$ cat src/hw/rtl/bkm_pkg.sv
`default_nettype none

package bkm_pkg;

  localparam int PHASE_BITS_DEF          = 32;
  localparam int TABLE_BITS_DEF          = 10;
  localparam int SAMPLE_BITS_DEF         = 16;
  localparam int MAX_SAMPLES_PER_BIT_DEF = 64;

  localparam int CFG_DATA_W = 32;
  localparam int CFG_ADDR_W = 5;
  localparam int REG_IDX_W  = 3;
  localparam int SPB_W      = 7;
  localparam int STEP_W     = 32;
  localparam int AMP_W      = 15;
  localparam int AMP_FRAC   = 15;

  localparam logic [REG_IDX_W-1:0] REG_MODE         = 3'd0;
  localparam logic [REG_IDX_W-1:0] REG_SPB          = 3'd1;
  localparam logic [REG_IDX_W-1:0] REG_STEP_CARRIER = 3'd2;
  localparam logic [REG_IDX_W-1:0] REG_STEP_SPACE   = 3'd3;
  localparam logic [REG_IDX_W-1:0] REG_STEP_MARK    = 3'd4;
  localparam logic [REG_IDX_W-1:0] REG_AMP_ZERO     = 3'd5;
  localparam logic [REG_IDX_W-1:0] REG_AMP_ONE      = 3'd6;

  localparam logic [SPB_W-1:0]  SPB_RST          = 7'd10;
  localparam logic [STEP_W-1:0] STEP_CARRIER_RST = 32'd42949673;
  localparam logic [STEP_W-1:0] STEP_SPACE_RST   = 32'd34359738;
  localparam logic [STEP_W-1:0] STEP_MARK_RST    = 32'd51539608;
  localparam logic [AMP_W-1:0]  AMP_ZERO_RST     = 15'd6554;
  localparam logic [AMP_W-1:0]  AMP_ONE_RST      = 15'd32767;

  localparam logic [63:0] PI_Q30 = 64'd3373259426;
  localparam logic [9:0] TAYLOR_DIV [16] = '{
    10'd1, 10'd6, 10'd20, 10'd42, 10'd72, 10'd110, 10'd156, 10'd210,
    10'd272, 10'd342, 10'd420, 10'd506, 10'd600, 10'd702, 10'd812, 10'd930
  };

  typedef enum logic [1:0] {
    MODE_ASK  = 2'd0,
    MODE_FSK  = 2'd1,
    MODE_PSK  = 2'd2,
    MODE_NONE = 2'd3
  } bkm_mode_e;

  typedef struct packed {
    bkm_mode_e         mode;
    logic [SPB_W-1:0]  spb;
    logic [STEP_W-1:0] step_carrier;
    logic [STEP_W-1:0] step_space;
    logic [STEP_W-1:0] step_mark;
    logic [AMP_W-1:0]  amp_zero;
    logic [AMP_W-1:0]  amp_one;
  } bkm_cfg_t;

  typedef struct packed {
    logic             valid;
    logic             neg;
    logic             last;
    bkm_mode_e        mode;
    logic [AMP_W-1:0] amp;
  } bkm_stage_t;

  // Quarter-wave sine value in Q2.30, Taylor series, scaled to full amplitude
  function automatic logic [31:0] bkm_quarter_value(input int unsigned k,
                                                    input int unsigned tb,
                                                    input int unsigned sb);
    logic [63:0] x;
    logic [63:0] x2;
    logic [63:0] term;
    logic [63:0] full_amp;
    longint      sum;
    longint      v;
    x        = ((64'(k) * PI_Q30) + (64'd1 << (tb - 2))) >> (tb - 1);
    x2       = (x * x) >> 30;
    term     = x;
    sum      = longint'(x);
    full_amp = (64'd1 << (sb - 1)) - 64'd1;
    for (int n = 1; n < 16; n++) begin
      if (term != 64'd0) begin
        term = ((term * x2) >> 30) / 64'(TAYLOR_DIV[n]);
        if (n[0]) begin
          sum = sum - longint'(term);
        end else begin
          sum = sum + longint'(term);
        end
      end
    end
    if (sum < 0) begin
      sum = 0;
    end
    v = (sum * longint'(full_amp) + (longint'(1) <<< 29)) >>> 30;
    if (v > longint'(full_amp)) begin
      v = longint'(full_amp);
    end
    return 32'(v);
  endfunction

endpackage

`default_nettype wire

$ cat src/hw/rtl/bkm_cfg.sv
`default_nettype none

module bkm_cfg (
  input  wire logic                           clk_i,
  input  wire logic                           rst_ni,
  input  wire logic                           psel,
  input  wire logic                           penable,
  input  wire logic                           pwrite,
  input  wire logic [bkm_pkg::CFG_ADDR_W-1:0] paddr,
  input  wire logic [bkm_pkg::CFG_DATA_W-1:0] pwdata,
  output      logic [bkm_pkg::CFG_DATA_W-1:0] prdata,
  output      logic                           pready,
  output      bkm_pkg::bkm_cfg_t              cfg_o
);
  import bkm_pkg::*;

  bkm_cfg_t             cfg_q;
  logic                 wr_en;
  logic [REG_IDX_W-1:0] reg_idx;

  assign pready  = 1'b1;
  assign wr_en   = psel && penable && pwrite;
  assign reg_idx = paddr[CFG_ADDR_W-1:2];
  assign cfg_o   = cfg_q;

  always_ff @(posedge clk_i or negedge rst_ni) begin
    if (!rst_ni) begin
      cfg_q.mode         <= MODE_ASK;
      cfg_q.spb          <= SPB_RST;
      cfg_q.step_carrier <= STEP_CARRIER_RST;
      cfg_q.step_space   <= STEP_SPACE_RST;
      cfg_q.step_mark    <= STEP_MARK_RST;
      cfg_q.amp_zero     <= AMP_ZERO_RST;
      cfg_q.amp_one      <= AMP_ONE_RST;
    end else if (wr_en) begin
      unique case (reg_idx)
        REG_MODE:         cfg_q.mode         <= bkm_mode_e'(pwdata[1:0]);
        REG_SPB:          cfg_q.spb          <= pwdata[SPB_W-1:0];
        REG_STEP_CARRIER: cfg_q.step_carrier <= pwdata[STEP_W-1:0];
        REG_STEP_SPACE:   cfg_q.step_space   <= pwdata[STEP_W-1:0];
        REG_STEP_MARK:    cfg_q.step_mark    <= pwdata[STEP_W-1:0];
        REG_AMP_ZERO:     cfg_q.amp_zero     <= pwdata[AMP_W-1:0];
        REG_AMP_ONE:      cfg_q.amp_one      <= pwdata[AMP_W-1:0];
        default: begin
        end
      endcase
    end
  end

  always_comb begin
    unique case (reg_idx)
      REG_MODE:         prdata = CFG_DATA_W'(cfg_q.mode);
      REG_SPB:          prdata = CFG_DATA_W'(cfg_q.spb);
      REG_STEP_CARRIER: prdata = CFG_DATA_W'(cfg_q.step_carrier);
      REG_STEP_SPACE:   prdata = CFG_DATA_W'(cfg_q.step_space);
      REG_STEP_MARK:    prdata = CFG_DATA_W'(cfg_q.step_mark);
      REG_AMP_ZERO:     prdata = CFG_DATA_W'(cfg_q.amp_zero);
      REG_AMP_ONE:      prdata = CFG_DATA_W'(cfg_q.amp_one);
      default:          prdata = '0;
    endcase
  end

endmodule

`default_nettype wire

$ cat src/hw/rtl/bkm_gen.sv
`default_nettype none

module bkm_gen #(
  parameter int PHASE_BITS          = bkm_pkg::PHASE_BITS_DEF,
  parameter int TABLE_BITS          = bkm_pkg::TABLE_BITS_DEF,
  parameter int SAMPLE_BITS         = bkm_pkg::SAMPLE_BITS_DEF,
  parameter int MAX_SAMPLES_PER_BIT = bkm_pkg::MAX_SAMPLES_PER_BIT_DEF
) (
  input  wire logic                   clk_i,
  input  wire logic                   rst_ni,
  input  wire bkm_pkg::bkm_cfg_t      cfg_i,
  input  wire logic                   in_valid_i,
  output      logic                   in_stall_o,
  input  wire logic                   bit_value_i,
  input  wire logic                   first_i,
  input  wire logic                   adv_i,
  output      bkm_pkg::bkm_stage_t    stage_o,
  output      logic [SAMPLE_BITS-2:0] mag_o
);
  import bkm_pkg::*;

  localparam int MAG_W   = SAMPLE_BITS - 1;
  localparam int CNT_W   = $clog2(MAX_SAMPLES_PER_BIT);
  localparam int LIM_W   = CNT_W + 1;
  localparam int QUARTER = 1 << (TABLE_BITS - 2);
  localparam logic [MAG_W-1:0] ROM_TOP =
    MAG_W'(bkm_quarter_value(QUARTER, TABLE_BITS, SAMPLE_BITS));
  localparam logic [PHASE_BITS-1:0] HALF_TURN = {1'b1, {(PHASE_BITS-1){1'b0}}};

  logic [MAG_W-1:0] rom [QUARTER];

  for (genvar k = 0; k < QUARTER; k++) begin : g_rom
    assign rom[k] = MAG_W'(bkm_quarter_value(k, TABLE_BITS, SAMPLE_BITS));
  end

  logic                  item_q, item_d;
  logic                  bit_q, first_q;
  logic [CNT_W-1:0]      cnt_q, cnt_d;
  logic [PHASE_BITS-1:0] ph_c_q, ph_s_q, ph_m_q;
  logic [PHASE_BITS-1:0] base_c, base_s, base_m, sel_ph;
  logic [PHASE_BITS-1:0] step_c, step_s, step_m;
  logic [LIM_W-1:0]      lim;
  logic                  last, issue, accept, restart;
  logic [TABLE_BITS-1:0] idx;
  logic [1:0]            quad;
  logic [TABLE_BITS-3:0] r;
  logic [TABLE_BITS-2:0] qidx;
  logic [MAG_W-1:0]      mag_d;
  bkm_stage_t            stage_q;
  logic [MAG_W-1:0]      mag_q;

  assign step_c = PHASE_BITS'(cfg_i.step_carrier);
  assign step_s = PHASE_BITS'(cfg_i.step_space);
  assign step_m = PHASE_BITS'(cfg_i.step_mark);

  always_comb begin
    if (cfg_i.spb == '0) begin
      lim = LIM_W'(1);
    end else if (cfg_i.spb > SPB_W'(MAX_SAMPLES_PER_BIT)) begin
      lim = LIM_W'(MAX_SAMPLES_PER_BIT);
    end else begin
      lim = LIM_W'(cfg_i.spb);
    end
  end

  assign last       = ({1'b0, cnt_q} + LIM_W'(1)) == lim;
  assign issue      = item_q && adv_i;
  assign in_stall_o = item_q && !(issue && last);
  assign accept     = in_valid_i && !in_stall_o;
  assign restart    = (cnt_q == '0) && first_q;

  assign base_c = restart ? '0 : ph_c_q;
  assign base_s = restart ? '0 : ph_s_q;
  assign base_m = restart ? '0 : ph_m_q;

  always_comb begin
    unique case (cfg_i.mode)
      MODE_FSK: sel_ph = bit_q ? base_m : base_s;
      MODE_PSK: sel_ph = bit_q ? base_c + HALF_TURN : base_c;
      default:  sel_ph = base_c;
    endcase
  end

  assign idx   = sel_ph[PHASE_BITS-1 -: TABLE_BITS];
  assign quad  = idx[TABLE_BITS-1:TABLE_BITS-2];
  assign r     = idx[TABLE_BITS-3:0];
  assign qidx  = quad[0] ? (TABLE_BITS-1)'(QUARTER) - {1'b0, r} : {1'b0, r};
  assign mag_d = qidx[TABLE_BITS-2] ? ROM_TOP : rom[qidx[TABLE_BITS-3:0]];

  always_comb begin
    item_d = item_q;
    cnt_d  = cnt_q;
    if (issue) begin
      cnt_d = last ? '0 : cnt_q + CNT_W'(1);
      if (last) begin
        item_d = 1'b0;
      end
    end
    if (accept) begin
      item_d = 1'b1;
    end
  end

  always_ff @(posedge clk_i or negedge rst_ni) begin
    if (!rst_ni) begin
      item_q <= 1'b0;
      cnt_q  <= '0;
      ph_c_q <= '0;
      ph_s_q <= '0;
      ph_m_q <= '0;
    end else begin
      item_q <= item_d;
      cnt_q  <= cnt_d;
      if (issue) begin
        ph_c_q <= base_c + step_c;
        ph_s_q <= base_s + step_s;
        ph_m_q <= base_m + step_m;
      end
    end
  end

  always_ff @(posedge clk_i) begin
    if (accept) begin
      bit_q   <= bit_value_i;
      first_q <= first_i;
    end
  end

  always_ff @(posedge clk_i or negedge rst_ni) begin
    if (!rst_ni) begin
      stage_q <= '0;
      mag_q   <= '0;
    end else begin
      if (adv_i) begin
        stage_q.valid <= issue;
      end
      if (issue) begin
        stage_q.neg  <= quad[1];
        stage_q.last <= last;
        stage_q.mode <= cfg_i.mode;
        stage_q.amp  <= bit_q ? cfg_i.amp_one : cfg_i.amp_zero;
        mag_q        <= mag_d;
      end
    end
  end

  assign stage_o = stage_q;
  assign mag_o   = mag_q;

  assert property (@(posedge clk_i) disable iff (!rst_ni) !item_q |-> cnt_q == '0)
    else $error("sample counter not at zero while idle");
  assert property (@(posedge clk_i) disable iff (!rst_ni) !item_q |-> !in_stall_o)
    else $error("request stalled while idle");
  assert property (@(posedge clk_i) disable iff (!rst_ni)
                   item_q |-> {1'b0, cnt_q} < lim)
    else $error("sample counter beyond count");
  assert property (@(posedge clk_i) disable iff (!rst_ni)
                   issue && last && !accept |=> !item_q)
    else $error("request held after its last sample");

endmodule

`default_nettype wire

$ cat src/hw/rtl/bkm_out.sv
`default_nettype none

module bkm_out #(
  parameter int SAMPLE_BITS = bkm_pkg::SAMPLE_BITS_DEF
) (
  input  wire logic                          clk_i,
  input  wire logic                          rst_ni,
  input  wire bkm_pkg::bkm_stage_t           stage_i,
  input  wire logic [SAMPLE_BITS-2:0]        mag_i,
  output      logic                          adv_o,
  output      logic                          out_valid_o,
  input  wire logic                          out_stall_i,
  output      logic signed [SAMPLE_BITS-1:0] sample_o,
  output      logic                          last_o
);
  import bkm_pkg::*;

  localparam int PROD_W = SAMPLE_BITS + AMP_W + 1;

  logic signed [SAMPLE_BITS-1:0] sine;
  logic signed [AMP_W:0]         amp_s;
  logic signed [PROD_W-1:0]      prod;
  logic signed [SAMPLE_BITS-1:0] sample_d, sample_q;
  logic                          valid_q, last_q;

  assign sine  = stage_i.neg ? -$signed({1'b0, mag_i}) : $signed({1'b0, mag_i});
  assign amp_s = $signed({1'b0, stage_i.amp});
  assign prod  = PROD_W'(sine) * PROD_W'(amp_s);

  always_comb begin
    unique case (stage_i.mode)
      MODE_ASK:  sample_d = prod[SAMPLE_BITS+AMP_FRAC-1:AMP_FRAC];
      MODE_FSK:  sample_d = sine;
      MODE_PSK:  sample_d = sine;
      MODE_NONE: sample_d = '0;
      default:   sample_d = '0;
    endcase
  end

  assign adv_o = !valid_q || !out_stall_i;

  always_ff @(posedge clk_i or negedge rst_ni) begin
    if (!rst_ni) begin
      valid_q <= 1'b0;
    end else if (adv_o) begin
      valid_q <= stage_i.valid;
    end
  end

  always_ff @(posedge clk_i) begin
    if (adv_o && stage_i.valid) begin
      sample_q <= sample_d;
      last_q   <= stage_i.last;
    end
  end

  assign out_valid_o = valid_q;
  assign sample_o    = sample_q;
  assign last_o      = last_q;

endmodule

`default_nettype wire

$ cat src/hw/rtl/binary_keying_modulator_unit.sv
// Binary ASK / FSK / PSK modulator.
// Input channel (in_valid_i / in_stall_o) carries one message bit and a
// first flag per request; first clears the carrier, space and mark phase
// accumulators so that the first sample of a frame starts at phase zero.
// Output channel (out_valid_o / out_stall_i) carries one signed sample per
// transfer; last_o marks the final sample of a bit.
// Each request yields the programmed sample count (zero counts as one, values
// above MAX_SAMPLES_PER_BIT saturate), one per cycle while the output does not
// stall, so a request occupies the sample generator until its last sample is
// issued; the next request is taken in the cycle its predecessor's last sample
// leaves the generator. A request's first sample passes the input register,
// the generator register, then the multiply and the output register.
// Reset clears all phase accumulators, the sample counter and the valid bits,
// and loads the register defaults. Write the APB registers only while idle.
// A stall at the output holds the output register and freezes the generator;
// one further request may still be taken into the input register meanwhile.
`default_nettype none

module binary_keying_modulator_unit #(
  parameter int PHASE_BITS          = bkm_pkg::PHASE_BITS_DEF,
  parameter int TABLE_BITS          = bkm_pkg::TABLE_BITS_DEF,
  parameter int SAMPLE_BITS         = bkm_pkg::SAMPLE_BITS_DEF,
  parameter int MAX_SAMPLES_PER_BIT = bkm_pkg::MAX_SAMPLES_PER_BIT_DEF
) (
  input  wire logic                           clk_i,
  input  wire logic                           rst_ni,
  input  wire logic                           psel,
  input  wire logic                           penable,
  input  wire logic                           pwrite,
  input  wire logic [bkm_pkg::CFG_ADDR_W-1:0] paddr,
  input  wire logic [bkm_pkg::CFG_DATA_W-1:0] pwdata,
  output      logic [bkm_pkg::CFG_DATA_W-1:0] prdata,
  output      logic                           pready,
  input  wire logic                           in_valid_i,
  output      logic                           in_stall_o,
  input  wire logic                           bit_value_i,
  input  wire logic                           first_i,
  output      logic                           out_valid_o,
  input  wire logic                           out_stall_i,
  output      logic signed [SAMPLE_BITS-1:0]  sample_o,
  output      logic                           last_o
);
  import bkm_pkg::*;

  bkm_cfg_t               cfg;
  bkm_stage_t             stage;
  logic [SAMPLE_BITS-2:0] mag;
  logic                   adv;

  bkm_cfg u_cfg (
    .clk_i   (clk_i),
    .rst_ni  (rst_ni),
    .psel    (psel),
    .penable (penable),
    .pwrite  (pwrite),
    .paddr   (paddr),
    .pwdata  (pwdata),
    .prdata  (prdata),
    .pready  (pready),
    .cfg_o   (cfg)
  );

  bkm_gen #(
    .PHASE_BITS          (PHASE_BITS),
    .TABLE_BITS          (TABLE_BITS),
    .SAMPLE_BITS         (SAMPLE_BITS),
    .MAX_SAMPLES_PER_BIT (MAX_SAMPLES_PER_BIT)
  ) u_gen (
    .clk_i       (clk_i),
    .rst_ni      (rst_ni),
    .cfg_i       (cfg),
    .in_valid_i  (in_valid_i),
    .in_stall_o  (in_stall_o),
    .bit_value_i (bit_value_i),
    .first_i     (first_i),
    .adv_i       (adv),
    .stage_o     (stage),
    .mag_o       (mag)
  );

  bkm_out #(
    .SAMPLE_BITS (SAMPLE_BITS)
  ) u_out (
    .clk_i       (clk_i),
    .rst_ni      (rst_ni),
    .stage_i     (stage),
    .mag_i       (mag),
    .adv_o       (adv),
    .out_valid_o (out_valid_o),
    .out_stall_i (out_stall_i),
    .sample_o    (sample_o),
    .last_o      (last_o)
  );

endmodule

`default_nettype wire

$ cat config.mk
export PLATFORM = sky130hd
export DESIGN_NAME = binary_keying_modulator_unit
export DESIGN_NICKNAME = d
export VERILOG_FILES = /design/src/hw/rtl/bkm_pkg.sv /design/src/hw/rtl/bkm_cfg.sv /design/src/hw/rtl/bkm_gen.sv /design/src/hw/rtl/bkm_out.sv /design/src/hw/rtl/binary_keying_modulator_unit.sv
export SDC_FILE = /design/constraint.sdc
export NUM_CORES = 2
export LEC_CHECK = 0
export BUFFER_PORTS_ARGS = -buffer_cell sky130_fd_sc_hd__buf_2
export CORE_AREA = 5 5 235 237
export CTS_CLUSTER_SIZE = 8
export DETAILED_ROUTE_END_ITERATION = 12
export DIE_AREA = 0 0 240 242
export PLACE_DENSITY = 0.77
export SLEW_MARGIN = 25
export SYNTH_ARGS = -nofsm -noshare
export SYNTH_HDL_FRONTEND = slang
export SYNTH_HIERARCHICAL = 1
export SYNTH_SLANG_ARGS = --single-unit
$ cat constraint.sdc
create_clock -name clk_i -period 11.3 [get_ports clk_i]
set_clock_uncertainty 0.1 [all_clocks]
set_input_delay 0.565 -clock clk_i [delete_from_list [all_inputs] [get_ports clk_i]]
set_output_delay 0.565 -clock clk_i [all_outputs]
set_load 0.02 [all_outputs]
* Word level (Yosys, flattened, before mapping)
Memory sizes are Yosys's and may differ from the RTL's.
Index checks and enable logic that the tools add are counted.
Widths: inputs -> output; s select.
** Operators by class
- Add/subtract/negate cells :: 8
- $mul :: 1
- Order comparisons :: 2
- Equal/unequal tests :: 12
- Multiplexer cells :: 20
- Bitwise operators :: 1
- Reductions and logical operators :: 28
** Operator list (count)
- $pmux 32 s7 :: 1
- $mux 32 :: 5
- $add 32x32->32 :: 3
- $pmux 32 s2 :: 1
- $mux 15 :: 4
- $pmux 16 s3 :: 1
- $add 32x32->32 const B :: 1
- $mul 16x16->31 :: 1
- $mux 16 :: 1
- $neg 15->16 :: 1
- $reduce_and 2->1 :: 8
- $mux 7 :: 2
- $eq 3x3->1 const B :: 3
- $ge 9x9->1 const B :: 1
- $mux 9 :: 1
- $not 8->9 :: 1
- $sub 9x8->9 const A :: 1
- $logic_and 1x1->1 :: 8
- $add 6x1->7 const B :: 1
- $eq 7x7->1 :: 1
- $gt 7x7->1 const B :: 1
- $logic_not 7->1 :: 1
- $add 6x1->6 const B :: 1
- $eq 2x2->1 const B :: 3
- other kinds (12) :: 20
** Storage, ports and cells
- Bits in registers :: 293
- Memory bits (read-only) :: 3840
- Logic and storage cells :: 96
- Memories kept :: 1
** Memory list
- (name not given) :: depth 256, width 15, rd ports 1, clocked after memory_dff 0, write ports 0, RTL line bkm_gen.sv:88 : assign mag_d = qidx[TABLE_BITS-2] ? ROM_TOP : rom[qidx[TABLE_BITS-3:0]];

* Depth between registers and ports, before layout
- Depth in word-level cells :: 13
- Gate-level depth with buffers :: 30

* Cells and area by module
Netlist, hierarchy kept.
** Modules (own cells, without submodules)
- bkm_gen :: instances 1, cells an instance 2007, area each 15273.4 µm², sequential area each 3513.4 µm²
- bkm_out :: instances 1, cells an instance 1054, area each 9860.7 µm², sequential area each 535.5 µm²
- bkm_cfg :: instances 1, cells an instance 427, area each 6299.8 µm², sequential area each 3453.3 µm²

* Worst setup path after synthesis
No wires, ideal clock.
- Kind :: flip-flop to flip-flop
- From :: register u_gen.mag_q[0] (netlist: u_gen/mag_o[0])
- To :: register u_out.sample_q[13] (netlist: u_out/sample_o[13]) (data pin)
- Arrival time :: 7.493 ns
- Data required time :: 10.943 ns
- Slack :: 3.450 ns
- Cell stages (with the launch flop) :: 28
- Path buffers :: 2
- Period minus slack after synthesis :: 7.850 ns
- Path through :: dfrtp_1 > clkbuf_1 > inv_1 > ha_1 > nand2b_1 > o41ai_1 > a21boi_0 > nand2_1 > xor2_1 > clkbuf_1 > nand2_1 > fa_1 > fa_1 > inv_1 > fa_1 > fa_1 > fa_1 > inv_1 > fa_1 > inv_1 > ha_1 > and4_1 > a41o_1 > o31a_4 > a41oi_4 > o21bai_2 > a211o_1 > a32o_1
** Between the ends
- Cells in the longest elaborated chain, start to end :: 4
** Ends and longest elaborated chain
- from (decl) :: RTL line bkm_gen.sv:50 : logic [MAG_W-1:0] mag_q;
- from (signal assigned) :: RTL line bkm_gen.sv:142 : mag_q <= mag_d;
- $neg 15->16 :: RTL line bkm_out.sv:26 : assign sine = stage_i.neg ? -$signed({1'b0, mag_i}) : $signed({1'b0, mag_i});
- $mux 16 * :: RTL line bkm_out.sv:26
- $mul 16x16->31 :: RTL line bkm_out.sv:28 : assign prod = PROD_W'(sine) * PROD_W'(amp_s);
- $pmux 16 s3 * :: RTL line bkm_out.sv:31 : unique case (stage_i.mode)
- via u_out.sample_d[13] :: RTL line bkm_out.sv:23 : logic signed [SAMPLE_BITS-1:0] sample_d, sample_q;
- to (signal assigned) :: RTL line bkm_out.sv:52 : sample_q <= sample_d;
- to (decl) :: RTL line bkm_out.sv:23
Mark *: on every way through the listed nets, which the timed path passes. The rest lies on a longest branch.
A chain may end at the register's enable or synchronous reset.

* Final worst setup path
Ends and elaborated chain as after synthesis.

==> results.py <==
metrics = {
    "worst_setup_path": {
        "critPathArrivalTime_ns": 8.82,
        "crit_required_ns": 11.53,
        "critPathMaxFanout": 19,
        "cp_top_family": "adder cells",
        "cp_slowest_cell": "o41ai_1",
        "crit_type": "flop to flop",
        "critPathMaxStageDelay_ns": 0.65,
        "rr_startpoint": "u_gen/mag_o[0]",
        "cp-start-kind": "flop",
        "cp_common_cell": "fa_1",
        "crit_path_end_kind": "flop",
        "critPathBufInv": 5,
        "cp-startpoint": "u_gen/mag_o[0]",
    },
    "floorplanning": {
        "rows": 85,
        "core_um2": 53070,
        "die_area_um2": 58080,
        "die_width_um": 240,
        "die_y_um": 242,
        "initial_core_util_pct": 59.23,
        "io_pins": 98,
    },
    "timing": {
        "setup_viol": 0,
        "period_needed_ns": 8.588,
        "fmax_mhz": 116.4,
        "holdWs_ns": 0.08920,
        "tightest_slew_ns": 1.103,
        "hold_viol": 0,
        "slew_viol_final": 0,
        "worst_slew_margin_rel_pct": 26.09,
        "period_share_pct": 76.00,
        "tns_ns": 0,
        "rsz0062_at_grt": "no",
    },
    "placed_design": {
        "io_buffers": 94,
        "dp.final_hpwl_mm": 65.32,
        "finalWeightedCongestion": 1.038,
    },
    "clock_tree": {
        "ctsHtreeMaxLevel": 2,
        "path_clk_slew_ns": 0.05,
        "cts-buffers-inserted": 44,
        "tritoncts": "done",
        "cts.sinks": 293,
        "cts-root-buf": "clkbuf_16",
        "cts_resized": 0,
        "clk_latency_ns": 0.59,
        "ctsLongestPathBuffers": 3,
    },
    "global_route": {
        "top_usage_layer": "met2",
        "grt_use_met3_pct": 7.491,
        "antenna_found_initial": 5,
        "grt_pass1_vias": 26900,
        "use_met2_pct": 50.01,
        "grt-ovfl-total": 0,
        "use_met1_pct": 42.38,
        "grt_pass1_wl_mm": 148.7,
        "grt_max_degree": 172,
        "track_usage_pct": 31.70,
    },
    "synth": {
        "muxShareOfSynthArea_pct": 7.626,
        "synth_edf_count": 19,
        "synthAdderAreaFrac_pct": 23.24,
        "synth_area_um2": 31430,
        "synth_compound_area_share_pct": 18.44,
        "synth_flop_cell": "dfrtp_1",
        "syn_nets": 3972,
        "synth_xor_area_share_pct": 3.455,
        "syn-instance-count": 3488,
        "yosys.area_share.simple_pct": 16.67,
        "synth_cell_types": 123,
        "ys_warn_count": 6,
        "ys_seq_elements": 293,
        "synth_top_family_by_area": "adder cells",
        "syn_area_per_cell_um2": 9.012,
        "ys_seq_area_share_pct": 23.87,
        "async_reset_ff_share_pct": 93.52,
    },
    "layout": {
        "seq_area_um2": 7502,
        "area_growth_pct": 6.782,
        "mostFrequentLayoutCells": "nand2_1, inv_1, fa_1, o21ai_0, and2_1",
        "fillCellCount": 4463,
        "final_layout_size_suffix_gt1_share_pct": 13.26,
        "final_common_cell": "nand2_1",
        "final_nets": 3958,
        "multi_input_area_um2": 21920,
    },
    "routing": {
        "ant_nets": 0,
        "vias": 27050,
        "drtPass1Iterations": 7,
        "viasPerCell": 6.434,
        "drc": 0,
        "drt-total-wl_mm": 94.09,
        "routedWlPerCell_um": 22.38,
        "drtIter0Drc": 3280,
    },
    "outcome": {
        "status": "finished clean",
    },
    "min_path": {
        "min-delay-start": "first_i",
        "min_path_type": "input pin to flop",
    },
    "flow_run": {
        "maxCapViolCount": 0,
    },
}
-- layout make-up --
class                   instances  area share (%)
clock buffers                  74           3.646
clock inverters                 6          0.2348
diodes                          1        0.007455
multi-input cells            2689           65.30
repair buffers                135           2.393
flip-flops and latches        293           22.35
inverters                     311           3.478
well taps                     696           2.594
-- kinds of logic after synthesis --
family / after synthesis
compound gates: 854
xor+xnor: 121
buf+inv: 506
flops: 293
other cells: 1
simple gates: 1057
fa+ha+maj: 438
mux: 218
-- flip-flops by register name (all words and copies together) (netlist names) --
name	count
u_out/out_valid_o	1
u_gen/bit_q	1
u_gen/stage_o	20
u_gen/mag_o	15
u_gen/ph_m_q	32
u_cfg/cfg_o	135
u_gen/ph_s_q	32
u_out/sample_o	16
u_gen/ph_c_q	32
u_out/last_o	1
u_gen/item_q	1
u_gen/cnt_q	6
u_gen/first_q	1
-- repair_timing --
item,CTS,global route
setup buffers,0,0
hold endpoints to repair,74,0
hold buffers,1,0
-- worst register-to-register path, stage by stage (launching register included) --
cell and delay, ns:
dfrtp_1 0.61, inv_1 0.14, ha_1 0.17, nand2b_1 0.08
o41ai_1 0.66, a21boi_0 0.51, xnor2_2 0.41, and2_1 0.33
fa_1 0.54, inv_1 0.05, fa_1 0.47, inv_1 0.05
fa_1 0.49, fa_1 0.46, fa_1 0.51, inv_1 0.05
fa_1 0.47, inv_1 0.04, ha_1 0.33, and4_1 0.25
a41o_1 0.28, o31a_4 0.33, a41oi_4 0.34, o21bai_2 0.12
a211o_1 0.31, a32o_1 0.26
-- final timing paths --
| check | endpoint | depth (start not counted) | slack (ns) |
|---|---|---|---|
| setup reg to reg | u_out/sample_o[13] | 25 | 2.71 |
| max in group asynchronous | u_gen/mag_o[4] | 3 | 9.19 |
| setup / recovery | u_out/sample_o[13] | 25 | 2.71 |
| min in group asynchronous | u_gen/ph_m_q[24] | 2 | 0.49 |
| hold / removal | u_gen/first_q | 1 | 0.09 |
| hold reg to reg | u_gen/ph_m_q[10] | 2 | 0.36 |
-- cell usage after synthesis (10+ instances only) --
| cell | n | area [um^2] |
|---|---|---|
| nand2_1 | 410 | 1539 |
| inv_1 | 307 | 1152 |
| fa_1 | 243 | 4865 |
| o21ai_0 | 225 | 1126 |
| and2_1 | 217 | 1358 |
| dfrtp_1 | 214 | 5355 |
| ha_1 | 195 | 2440 |
| a21oi_1 | 162 | 810.8 |
| nor2_1 | 155 | 581.8 |
| mux2_2 | 145 | 1633 |
| clkbuf_1 | 111 | 416.7 |
| nand3_1 | 69 | 345.3 |
| xnor2_1 | 66 | 578.1 |
| mux2i_1 | 62 | 620.6 |
| dfstp_2 | 60 | 1577 |
| xor2_1 | 53 | 464.2 |
| buf_2 | 48 | 240.2 |
| a21o_1 | 46 | 345.3 |
| nor3_1 | 45 | 225.2 |
| a31oi_1 | 38 | 237.7 |
| o211ai_1 | 32 | 240.2 |
| a211oi_1 | 30 | 225.2 |
| nor2b_1 | 29 | 181.4 |
| o21a_1 | 22 | 165.2 |
| nand2b_1 | 21 | 131.4 |
| o22ai_1 | 20 | 125.1 |
| o31ai_1 | 20 | 150.1 |
| edfxtp_1 | 19 | 570.6 |
| o2bb2ai_1 | 19 | 166.4 |
| a211o_1 | 17 | 148.9 |
| a22oi_1 | 17 | 127.6 |
| a221oi_1 | 16 | 140.1 |
| buf_4 | 16 | 120.1 |
| a311oi_1 | 14 | 122.6 |
| o21ai_1 | 14 | 70.07 |
| and3_1 | 13 | 81.33 |
| nor3b_1 | 13 | 97.59 |
| a22o_1 | 12 | 105.1 |
| buf_6 | 11 | 123.9 |
| nand4_1 | 11 | 68.82 |
| a221o_1 | 10 | 100.1 |
-- layer usage --
layer | vias up | routed length, um
li1 | 12110 | -
met1 | 13150 | 37760
met2 | 1437 | 42560
met3 | 352 | 9167
met4 | 8 | 4546
met5 | - | 47
-- stage by stage --
stage               instances  util [%]  setup slack (ns)  instance area (um^2)
floorplan                3488         -             3.450                 31430
global placement         4123     60.77             2.858                 32250
detailed placement       4123     60.77             2.741                 32250
CTS                      4204     63.24             2.759                 33560
global route             4205     63.25             2.319                 33570
finish                   4205     63.25             2.712                 33570
Power is left out: the tool's default activity adds up to more than one toggle a clock period on the data nets, which glitch-free logic cannot reach.
